<file path="src/design/aspfm_pkg.sv">
// ----------------------------------------------------------------------------
// ASK power frame modulator package
// Types, register indexes and half-bit step codes shared by the block.
// ----------------------------------------------------------------------------
`default_nettype none

package aspfm_pkg;

    localparam int SAMPLE_BITS = 17;
    localparam int CODE_BITS   = 8;
    localparam int WORD_BITS   = 10;
    localparam int STEP_BITS   = 6;
    localparam int DIV_BITS    = 16;
    localparam int CFG_IDX_BITS = 2;

    typedef logic signed [SAMPLE_BITS-1:0] t_power_sample;
    typedef logic [WORD_BITS-1:0]          t_frame_word;
    typedef logic [STEP_BITS-1:0]          t_step;
    typedef logic [CFG_IDX_BITS-1:0]       t_cfg_index;
    typedef logic [DIV_BITS-1:0]           t_cfg_data;

    // register indexes
    localparam t_cfg_index CFG_ENABLE        = 2'd0;
    localparam t_cfg_index CFG_TICK_DIVIDER  = 2'd1;
    localparam t_cfg_index CFG_POWER_REQUEST = 2'd2;

    localparam t_cfg_data TICK_DIVIDER_RESET = 16'd2;

    // half-bit sequencer steps
    localparam t_step STEP_FRAME_START = 6'd0;
    localparam t_step STEP_LEAD        = 6'd1;
    localparam t_step STEP_STOP_LOW    = 6'd22;
    localparam t_step STEP_STOP_END    = 6'd23;
    localparam t_step STEP_LAST        = 6'd39;

    typedef struct packed {
        logic       valid;
        t_cfg_index index;
        t_cfg_data  data;
    } t_cfg_wr;

    typedef struct packed {
        logic ask_level;
        logic frame_start;
    } t_seq_result;

endpackage

`default_nettype wire

</file>
<file path="src/design/aspfm_cfg_if.sv">
// ----------------------------------------------------------------------------
// ASK power frame modulator configuration channel
// Register write transfers: index and data under valid/ready.
// ----------------------------------------------------------------------------
`default_nettype none

interface aspfm_cfg_if;
    import aspfm_pkg::*;

    logic       valid;
    logic       ready;
    t_cfg_index index;
    t_cfg_data  data;

    modport source (output valid, output index, output data, input ready);
    modport sink   (input valid, input index, input data, output ready);
endinterface

`default_nettype wire

</file>
<file path="src/design/aspfm_in_if.sv">
// ----------------------------------------------------------------------------
// ASK power frame modulator tick channel
// One transfer per tick, carrying a power sample.
// ----------------------------------------------------------------------------
`default_nettype none

interface aspfm_in_if;
    import aspfm_pkg::*;

    logic          valid;
    logic          ready;
    t_power_sample power_sample;

    modport source (output valid, output power_sample, input ready);
    modport sink   (input valid, input power_sample, output ready);
endinterface

`default_nettype wire

</file>
<file path="src/design/aspfm_out_if.sv">
// ----------------------------------------------------------------------------
// ASK power frame modulator result channel
// One transfer per tick: line level and frame start flag.
// ----------------------------------------------------------------------------
`default_nettype none

interface aspfm_out_if;
    logic valid;
    logic ready;
    logic ask_level;
    logic frame_start;

    modport source (output valid, output ask_level, output frame_start, input ready);
    modport sink   (input valid, input ask_level, input frame_start, output ready);
endinterface

`default_nettype wire

</file>
<file path="src/design/aspfm_word.sv">
// ----------------------------------------------------------------------------
// ASK power frame word builder
// Clamp the sample, scale it to an 8-bit code and add request and parity bits.
// ----------------------------------------------------------------------------
`default_nettype none

module aspfm_word #(
    parameter int MAX_POWER_WATTS = 150
) (
    input  aspfm_pkg::t_power_sample i_sample,
    input  logic                     i_request,
    output aspfm_pkg::t_frame_word   o_word
);
    import aspfm_pkg::*;

    localparam int FULL   = MAX_POWER_WATTS * 256;
    localparam int P_BITS = $clog2(FULL + 1);
    localparam int X_BITS = P_BITS + 8;
    localparam int L_BITS = $clog2(FULL);
    localparam int K_SHIFT = X_BITS + L_BITS;
    localparam int M_BITS = X_BITS + 1;
    localparam longint unsigned RECIP =
        ((64'd1 << K_SHIFT) + 64'(FULL) - 64'd1) / 64'(FULL);
    localparam logic [M_BITS-1:0] RECIP_M = RECIP[M_BITS-1:0];

    logic [15:0]              w_clamp;
    logic [P_BITS-1:0]        w_p;
    logic [X_BITS-1:0]        w_x;
    logic [X_BITS+M_BITS-1:0] w_prod;
    logic [CODE_BITS-1:0]     w_code;

    // clamp to 0 .. full scale
    always_comb begin
        if (i_sample[SAMPLE_BITS-1]) begin
            w_clamp = 16'd0;
        end else if (i_sample[15:0] > 16'(FULL)) begin
            w_clamp = 16'(FULL);
        end else begin
            w_clamp = i_sample[15:0];
        end
    end

    assign w_p = w_clamp[P_BITS-1:0];
    // times 255 as a shift and subtract
    assign w_x = {w_p, 8'd0} - X_BITS'(w_p);
    // exact divide by full scale through a reciprocal
    assign w_prod = (X_BITS+M_BITS)'(w_x) * (X_BITS+M_BITS)'(RECIP_M);
    assign w_code = w_prod[K_SHIFT +: CODE_BITS];

    assign o_word = {^{w_code, i_request}, w_code, i_request};

endmodule

`default_nettype wire

</file>
<file path="src/design/aspfm_seq.sv">
// ----------------------------------------------------------------------------
// ASK power frame half-bit sequencer
// Configuration registers, tick divider and the 40-step line sequencer.
// ----------------------------------------------------------------------------
`default_nettype none

module aspfm_seq #(
    parameter int MAX_POWER_WATTS = 150
) (
    input  logic                     i_clk,
    input  logic                     i_rst_n,
    input  aspfm_pkg::t_cfg_wr       i_cfg,
    input  logic                     i_step,
    input  aspfm_pkg::t_power_sample i_sample,
    output aspfm_pkg::t_seq_result   o_res
);
    import aspfm_pkg::*;

    logic          r_enable;
    t_cfg_data     r_tick_div;
    logic          r_request;
    logic          r_level, n_level;
    t_step         r_idx, n_idx;
    t_cfg_data     r_cnt, n_cnt;
    t_frame_word   r_word, n_word;
    logic          n_started;

    t_frame_word   w_new_word;
    t_cfg_data     w_div;
    logic [16:0]   w_cnt_inc;
    logic [3:0]    w_bit;
    t_frame_word   w_shift;

    aspfm_word #(
        .MAX_POWER_WATTS(MAX_POWER_WATTS)
    ) u_word (
        .i_sample (i_sample),
        .i_request(r_request),
        .o_word   (w_new_word)
    );

    assign w_div     = (r_tick_div == '0) ? 16'd1 : r_tick_div;
    assign w_cnt_inc = {1'b0, r_cnt} + 17'd1;
    assign w_bit     = r_idx[4:1] - 4'd1;
    assign w_shift   = r_word >> w_bit;

    always_comb begin
        n_level   = r_level;
        n_idx     = r_idx;
        n_cnt     = r_cnt;
        n_word    = r_word;
        n_started = 1'b0;
        if (i_cfg.valid) begin
            if (i_cfg.index == CFG_ENABLE && !i_cfg.data[0]) begin
                n_level = 1'b0;
                n_idx   = '0;
                n_cnt   = '0;
            end else if (i_cfg.index == CFG_TICK_DIVIDER) begin
                n_idx = '0;
                n_cnt = '0;
            end
        end else if (i_step) begin
            if (!r_enable) begin
                n_level = 1'b0;
                n_idx   = '0;
                n_cnt   = '0;
            end else if (w_cnt_inc < {1'b0, w_div}) begin
                n_cnt = w_cnt_inc[15:0];
            end else begin
                n_cnt = '0;
                n_idx = r_idx + 6'd1;
                case (r_idx)
                    STEP_FRAME_START: begin
                        n_level   = 1'b1;
                        n_word    = w_new_word;
                        n_started = 1'b1;
                    end
                    STEP_LEAD, STEP_STOP_END: begin
                        n_level = r_level;
                    end
                    STEP_STOP_LOW: begin
                        n_level = 1'b0;
                    end
                    STEP_LAST: begin
                        n_level = 1'b0;
                        n_idx   = '0;
                    end
                    default: begin
                        // odd steps carry data (or toggle in the gap), even steps toggle
                        if (!r_idx[0] || r_idx > STEP_STOP_END || w_shift[0]) begin
                            n_level = !r_level;
                        end
                    end
                endcase
            end
        end
    end

    always_ff @(posedge i_clk) begin
        if (!i_rst_n) begin
            r_enable   <= 1'b0;
            r_tick_div <= TICK_DIVIDER_RESET;
            r_request  <= 1'b0;
            r_level    <= 1'b0;
            r_idx      <= '0;
            r_cnt      <= '0;
            r_word     <= '0;
        end else begin
            if (i_cfg.valid) begin
                case (i_cfg.index)
                    CFG_ENABLE:        r_enable   <= i_cfg.data[0];
                    CFG_TICK_DIVIDER:  r_tick_div <= i_cfg.data;
                    CFG_POWER_REQUEST: r_request  <= i_cfg.data[0];
                    default:           r_enable   <= r_enable;
                endcase
            end
            r_level <= n_level;
            r_idx   <= n_idx;
            r_cnt   <= n_cnt;
            r_word  <= n_word;
        end
    end

    assign o_res.ask_level   = n_level;
    assign o_res.frame_start = n_started;

endmodule

`default_nettype wire

</file>
<file path="src/design/ask_power_frame_modulator_top.sv">
// ----------------------------------------------------------------------------
// ASK power frame modulator top level
// Differential bi-phase ASK framing of a power report, one result per tick.
// ----------------------------------------------------------------------------
// Usage:
//   i_cfg   register writes (index 0 enable, 1 tick divider, 2 power request),
//           always ready; write only while no tick is in flight.
//   i_in    one transfer per tick, carrying a signed 17-bit power sample
//           (watts, 8 fraction bits).
//   o_out   one transfer per accepted tick: the line level after that tick and
//           a flag that marks the tick that started a frame and latched a word.
// Timing:
//   A tick accepted at i_in is held in the input register, stepped through
//   the sequencer and word builder, and shows on o_out once the result
//   register takes it. One tick is accepted every cycle while o_out is not
//   stalled; the rate is set by the input register feeding the combinational
//   sequencer step and word builder into the result register.
// Reset:
//   Synchronous, active low. The modulator comes up disabled with the line low,
//   tick divider 2 and both pipeline registers empty.
// Stall:
//   While o_out is held off the result register keeps its transfer, the input
//   register still takes one more tick, and i_in.ready then drops until the
//   result register drains.
// ----------------------------------------------------------------------------
`default_nettype none

module ask_power_frame_modulator_top #(
    parameter int MAX_POWER_WATTS = 150
) (
    input  logic         i_clk,
    input  logic         i_rst_n,
    aspfm_cfg_if.sink    i_cfg,
    aspfm_in_if.sink     i_in,
    aspfm_out_if.source  o_out
);
    import aspfm_pkg::*;

    logic          r_in_valid;
    t_power_sample r_sample;
    logic          r_out_valid;
    logic          r_ask_level;
    logic          r_frame_start;

    logic          w_adv;
    t_cfg_wr       w_cfg;
    t_seq_result   w_res;

    // advance the held tick when the result register is free or draining
    assign w_adv = r_in_valid && (!r_out_valid || o_out.ready);

    assign i_in.ready  = !r_in_valid || w_adv;
    assign i_cfg.ready = 1'b1;

    assign w_cfg.valid = i_cfg.valid;
    assign w_cfg.index = i_cfg.index;
    assign w_cfg.data  = i_cfg.data;

    aspfm_seq #(
        .MAX_POWER_WATTS(MAX_POWER_WATTS)
    ) u_seq (
        .i_clk   (i_clk),
        .i_rst_n (i_rst_n),
        .i_cfg   (w_cfg),
        .i_step  (w_adv),
        .i_sample(r_sample),
        .o_res   (w_res)
    );

    // valid flags
    always_ff @(posedge i_clk) begin
        if (!i_rst_n) begin
            r_in_valid  <= 1'b0;
            r_out_valid <= 1'b0;
        end else begin
            if (i_in.ready) begin
                r_in_valid <= i_in.valid;
            end
            if (w_adv) begin
                r_out_valid <= 1'b1;
            end else if (o_out.ready) begin
                r_out_valid <= 1'b0;
            end
        end
    end

    // payload: hold while stalled
    always_ff @(posedge i_clk) begin
        if (i_in.ready && i_in.valid) begin
            r_sample <= i_in.power_sample;
        end
        if (w_adv) begin
            r_ask_level   <= w_res.ask_level;
            r_frame_start <= w_res.frame_start;
        end
    end

    assign o_out.valid       = r_out_valid;
    assign o_out.ask_level   = r_ask_level;
    assign o_out.frame_start = r_frame_start;

endmodule

`default_nettype wire

</file>
<file path="src/flat_wrapper.sv">
// flat-port wrapper written by rule: the top's interface ports become plain ports
module ask_power_frame_modulator_top_flat import aspfm_pkg::*;
#(
    parameter int MAX_POWER_WATTS = 150
)
  (i_clk, i_rst_n, i_cfg_valid, i_cfg_index, i_cfg_data, i_cfg_ready, i_in_valid, i_in_power_sample, i_in_ready, o_out_valid, o_out_ask_level, o_out_frame_start, o_out_ready);
  aspfm_cfg_if i_cfg_i ();
  aspfm_in_if i_in_i ();
  aspfm_out_if o_out_i ();
  input  logic i_clk;
  input  logic i_rst_n;
  input wire logic [$bits(i_cfg_i.valid)-1:0] i_cfg_valid;
  input wire logic [$bits(i_cfg_i.index)-1:0] i_cfg_index;
  input wire logic [$bits(i_cfg_i.data)-1:0] i_cfg_data;
  output wire logic [$bits(i_cfg_i.ready)-1:0] i_cfg_ready;
  input wire logic [$bits(i_in_i.valid)-1:0] i_in_valid;
  input wire logic [$bits(i_in_i.power_sample)-1:0] i_in_power_sample;
  output wire logic [$bits(i_in_i.ready)-1:0] i_in_ready;
  output wire logic [$bits(o_out_i.valid)-1:0] o_out_valid;
  output wire logic [$bits(o_out_i.ask_level)-1:0] o_out_ask_level;
  output wire logic [$bits(o_out_i.frame_start)-1:0] o_out_frame_start;
  input wire logic [$bits(o_out_i.ready)-1:0] o_out_ready;
  assign i_cfg_i.valid = i_cfg_valid;
  assign i_cfg_i.index = i_cfg_index;
  assign i_cfg_i.data = i_cfg_data;
  assign i_cfg_ready = i_cfg_i.ready;
  assign i_in_i.valid = i_in_valid;
  assign i_in_i.power_sample = i_in_power_sample;
  assign i_in_ready = i_in_i.ready;
  assign o_out_valid = o_out_i.valid;
  assign o_out_ask_level = o_out_i.ask_level;
  assign o_out_frame_start = o_out_i.frame_start;
  assign o_out_i.ready = o_out_ready;
  ask_power_frame_modulator_top #(.MAX_POWER_WATTS(MAX_POWER_WATTS)) u_core (.i_clk(i_clk), .i_rst_n(i_rst_n), .i_cfg(i_cfg_i), .i_in(i_in_i), .o_out(o_out_i));
endmodule
</file>
<file path="config.mk">
export PLATFORM = sky130hd
export DESIGN_NAME = ask_power_frame_modulator_top_flat
export DESIGN_NICKNAME = d
export VERILOG_FILES = /design/src/design/aspfm_pkg.sv /design/src/design/aspfm_cfg_if.sv /design/src/design/aspfm_in_if.sv /design/src/design/aspfm_out_if.sv /design/src/design/aspfm_word.sv /design/src/design/aspfm_seq.sv /design/src/design/ask_power_frame_modulator_top.sv /design/src/flat_wrapper.sv
export SDC_FILE = /design/constraint.sdc
export NUM_CORES = 1
export LEC_CHECK = 0
export ABC_AREA = 1
export BUFFER_PORTS_ARGS = -buffer_cell sky130_fd_sc_hd__buf_4
export CORE_MARGIN = 1
export CORE_UTILIZATION = 45
export CTS_BUF_LIST = sky130_fd_sc_hd__clkbuf_4 sky130_fd_sc_hd__clkbuf_8
export DETAILED_ROUTE_END_ITERATION = 10
export GPL_TIMING_DRIVEN = 0
export SETUP_SLACK_MARGIN = 0.5
export SLEW_MARGIN = 0
export SYNTH_ARGS = -nofsm -noshare
export SYNTH_HDL_FRONTEND = slang
export SYNTH_SLANG_ARGS = --single-unit
</file>
<file path="constraint.sdc">
create_clock -name i_clk -period 14 [get_ports i_clk]
set_input_delay 0.7 -clock i_clk [delete_from_list [all_inputs] [get_ports i_clk]]
set_output_delay 0.7 -clock i_clk [all_outputs]
set_load 0.05 [all_outputs]
</file>
==> impl_metrics.csv <==
group,metric,value,unit
outcome,status,"finished clean",
worst_setup_path,crit_path_end_kind,"register",
yosys,synth_simple_gate_area_share,15.2,%
sta,max_freq,93.8,MHz
drt,avgRoutedWirePerCell,16.1,um
sta,post-route-period-util,76.1,%
run,maxCapViolCount,0,
yosys,synth_top_family_by_area,"adder cells",
yosys,synth_compound_area_share,9.61,%
yosys,yosysWarnings,0,
global_route,antenna_found_initial,0,
final_layout,area_growth,7.48,%
yosys,synth.top_cells.by_area,"fa_1, ha_1, inv_1, dfxtp_1, nand2_1",
clock_tree,cts_tree,"yes",
worst_setup_path,regToRegStartpoint,"u_core.r_sample[11]",
floorplan,coreArea,0.0308,sq mm
sta,tightest_slew,1.31,ns
drt,viasPerCell,5.02,
floorplan,die_h,180,um
floorplan,num_rows,64,
clock_tree,clock-sinks,72,
worst_setup_path,path_max_fanout,10,
worst_setup_path,slowest_stage,"nor2_1",
worst_setup_path,path_depth,47,
drt,routed_wl,35.2,mm
clock_tree,clock_path_buffers,2,
worst_setup_path,r2r_slack,3.34,ns
sta,rsz0062_at_grt,"no",
worst_setup_path,slowest_delay,0.87,ns
yosys,synth_xor_area_share,3.49,%
global_route,grtUsageTotal,23.0,%
worst_setup_path,start_kind,"register",
worst_setup_path,worstSetupPathType,"reg2reg",
clock_tree,post-cts-setup-buffers,0,
yosys,async_reset_ff_share,0,%
worst_setup_path,r2r.worst_path.cells,47,
placed_design,place.port_buffers,42,
floorplan,pin_count,45,
worst_setup_path,cp_common_cell,"nand2_1",
drt,dr.pass1.iters,5,
min_path,hold_end,"u_core.u_seq.r_tick_div[0]",
sta,setup_tns,0,ns
yosys,synth_top_area_share,27.3,%
sta,max-slew-margin-rel,12.1,%
yosys,synthCells,1735,
sta,finalCriticalPeriod,10.66,ns
worst_setup_path,worstPathRequired,14.27,ns
global_route,grt_pass1_vias,11100,
clock_tree,cts_made_buffers,9,
yosys,synth_adder_area_share,47.1,%
global_route,grt_max_degree,18,
worst_setup_path,path_buf_inv,9,
placed_design,place_hpwl,31.5,mm
clock_tree,ctsResizeCount,0,
yosys,synth_area,0.0142,sq mm
min_path,min_path_type,"reg2reg",
yosys,synth_edf_count,19,
floorplan,dieArea,0.0323,sq mm
drt,ant_nets,0,
floorplan,initial_utilization,46.1,%
clock_tree,cts.clk_slew.worst_paths,0.10,ns
final_layout,multi_input_area,0.0107,sq mm
worst_setup_path,worstPathArrival,10.93,ns
global_route,grt_pass1_wl,57.8,mm
sta,finalSetupViolCount,0,
yosys,dominantRegCellSynth,"dfxtp_1",
yosys,synth.largest_area_cell,"fa_1",
sta,report.final.slew_viol_count,0,
sta,hold_viol,0,
clock_tree,clk_latency,0.38,ns
clock_tree,ctsHoldBuffers,0,
worst_setup_path,crit_family,"adder cells",
clock_tree,cts-root-buf,"clkbuf_8",
min_path,hp-start,"u_core.u_seq.r_tick_div[0]",
floorplan,die_w,180,um
yosys,yosys-mux-area-fraction,0,%
drt,vias,11000,
drt,drc,0,
yosys,synth-seq-cells,72,
yosys,avgSynthCellArea,8.19,sq um
final_layout,drive_above_1_share,7.58,%
yosys,ys_seq_area_share,11.5,%
placed_design,gp_congestion,0.966,
sta,skew,0.0212,ns
final_layout,final_net_count,2248,
yosys,ys_types,64,
clock_tree,cts_htree_levels,3,
drt,drt_iter0_drc,568,
final_layout,fillers,3007,
final_layout,n_antenna_cell,0,
min_path,whs_path_depth,2,
final_layout,regArea,0.00163,sq mm
global_route,gr-total-overflow,0,
worst_setup_path,r2r-end,"u_core.u_seq.r_word[9]",
-- area by class of cell --
type                       count  area share, %
timing repair buffer          42           2.06
multi-input combinational   1174           70.4
clock inverter                 6          0.598
tap                          396           3.24
inverter                     473           11.6
buffer                        18          0.573
sequential                    72           10.7
clock buffer                  10          0.860
-- stage by stage --
step                      setup WS, ns  util (%)  cells  hold WS (ns)  instance area [sq um]
after floorplan                   5.17         -   1737         0.430                  14200
final                             3.34      49.5   2191         0.474                  15300
after global routing              2.40      49.5   2191         0.484                  15300
after global placement            3.42      48.7   2175         0.446                  15000
after detailed placement          3.32      48.8   2175         0.457                  15100
after CTS                         3.30      49.5   2191         0.473                  15300
-- flip-flops by register name, indices dropped and copies added, names as in the netlist --
| name | flops |
|---|---|
| u_core.o_out.valid | 1 |
| u_core.u_seq.r_tick_div | 16 |
| u_core.o_out.frame_start | 1 |
| u_core.u_seq.r_cnt | 16 |
| u_core.r_in_valid | 1 |
| u_core.u_seq.r_request | 1 |
| u_core.u_seq.r_level | 1 |
| u_core.u_seq.r_idx | 6 |
| u_core.u_seq.r_word | 10 |
| u_core.o_out.ask_level | 1 |
| u_core.u_seq.r_enable | 1 |
| u_core.r_sample | 17 |
-- placed cells by master (no fill, tap or decap), drive strengths merged, types with 3 or more instances in the layout --
cell / Yosys / routed
inv: 471 / 473
ha: 224 / 224
nand2: 218 / 218
fa: 194 / 194
a21oi: 121 / 121
nor2: 103 / 103
nand3: 87 / 87
o21ai: 64 / 64
dfxtp: 53 / 53
buf: 5 / 47
xor2: 37 / 37
nor3: 25 / 25
clkbuf: 13 / 23
edfxtp: 19 / 19
xnor2: 14 / 14
nand4: 14 / 14
o211ai: 8 / 8
nor4: 6 / 6
or2: 6 / 6
a21o: 5 / 5
o21a: 5 / 5
a31oi: 5 / 5
a21boi: 5 / 5
o31ai: 4 / 4
o21bai: 4 / 4
a211oi: 4 / 4
clkinv: 2 / 4
o221ai: 3 / 3
conb: 1 / 3
nand3b: 3 / 3
-- worst max path at each step --
stage / end / slack, ns / from
finish: u_core.u_seq.r_word[9] / 3.34 / u_core.r_sample[11]
detailed placement: u_core.u_seq.r_word[9] / 3.32 / u_core.r_sample[11]
CTS: u_core.u_seq.r_word[9] / 3.30 / u_core.r_sample[11]
global route: u_core.u_seq.r_word[9] / 2.40 / u_core.r_sample[9]
floorplan: u_core.u_seq.r_word[9] / 5.17 / u_core.r_sample[12]
global placement: u_core.u_seq.r_word[9] / 3.42 / u_core.r_sample[9]
-- logic make-up after synthesis --
| kind of cell | Yosys count |
|---|---|
| flops | 72 |
| buf+inv | 491 |
| xor+xnor | 51 |
| fa+ha+maj | 418 |
| compound gates | 235 |
| simple gates | 467 |
| other cells | 1 |
-- worst register-to-register path: cells and delay by family (launching register included) --
family,cells,cell delay (ns)
AOI/OAI and AO/OA,11,2.45
buffers and inverters,9,0.90
adders and majority gates,9,3.84
and+or+nand+nor,18,3.00
DFF,1,0.39
-- layer usage --
layer	vias up	track usage (%)	part of all wire [%]
met3	32	3.42	5.0
met5	-	0	0
met1	5223	31.2	45
met4	0	5.21	1.9
met2	227	38.4	48
li1	5506	-	-
-- cell usage after synthesis, drive strengths merged (3+ instances only) --
library cell / instances
a211oi: 4
a21boi: 5
a21o: 5
a21oi: 121
a31oi: 5
buf: 5
clkbuf: 13
dfxtp: 53
edfxtp: 19
fa: 194
ha: 224
inv: 471
nand2: 218
nand3: 87
nand3b: 3
nand4: 14
nor2: 103
nor3: 25
nor4: 6
o211ai: 8
o21a: 5
o21ai: 64
o21bai: 4
o221ai: 3
o31ai: 4
or2: 6
xnor2: 14
xor2: 37
Power is left out: the tool's default activity adds up to more than one toggle a clock period on the data nets, which glitch-free logic cannot reach.
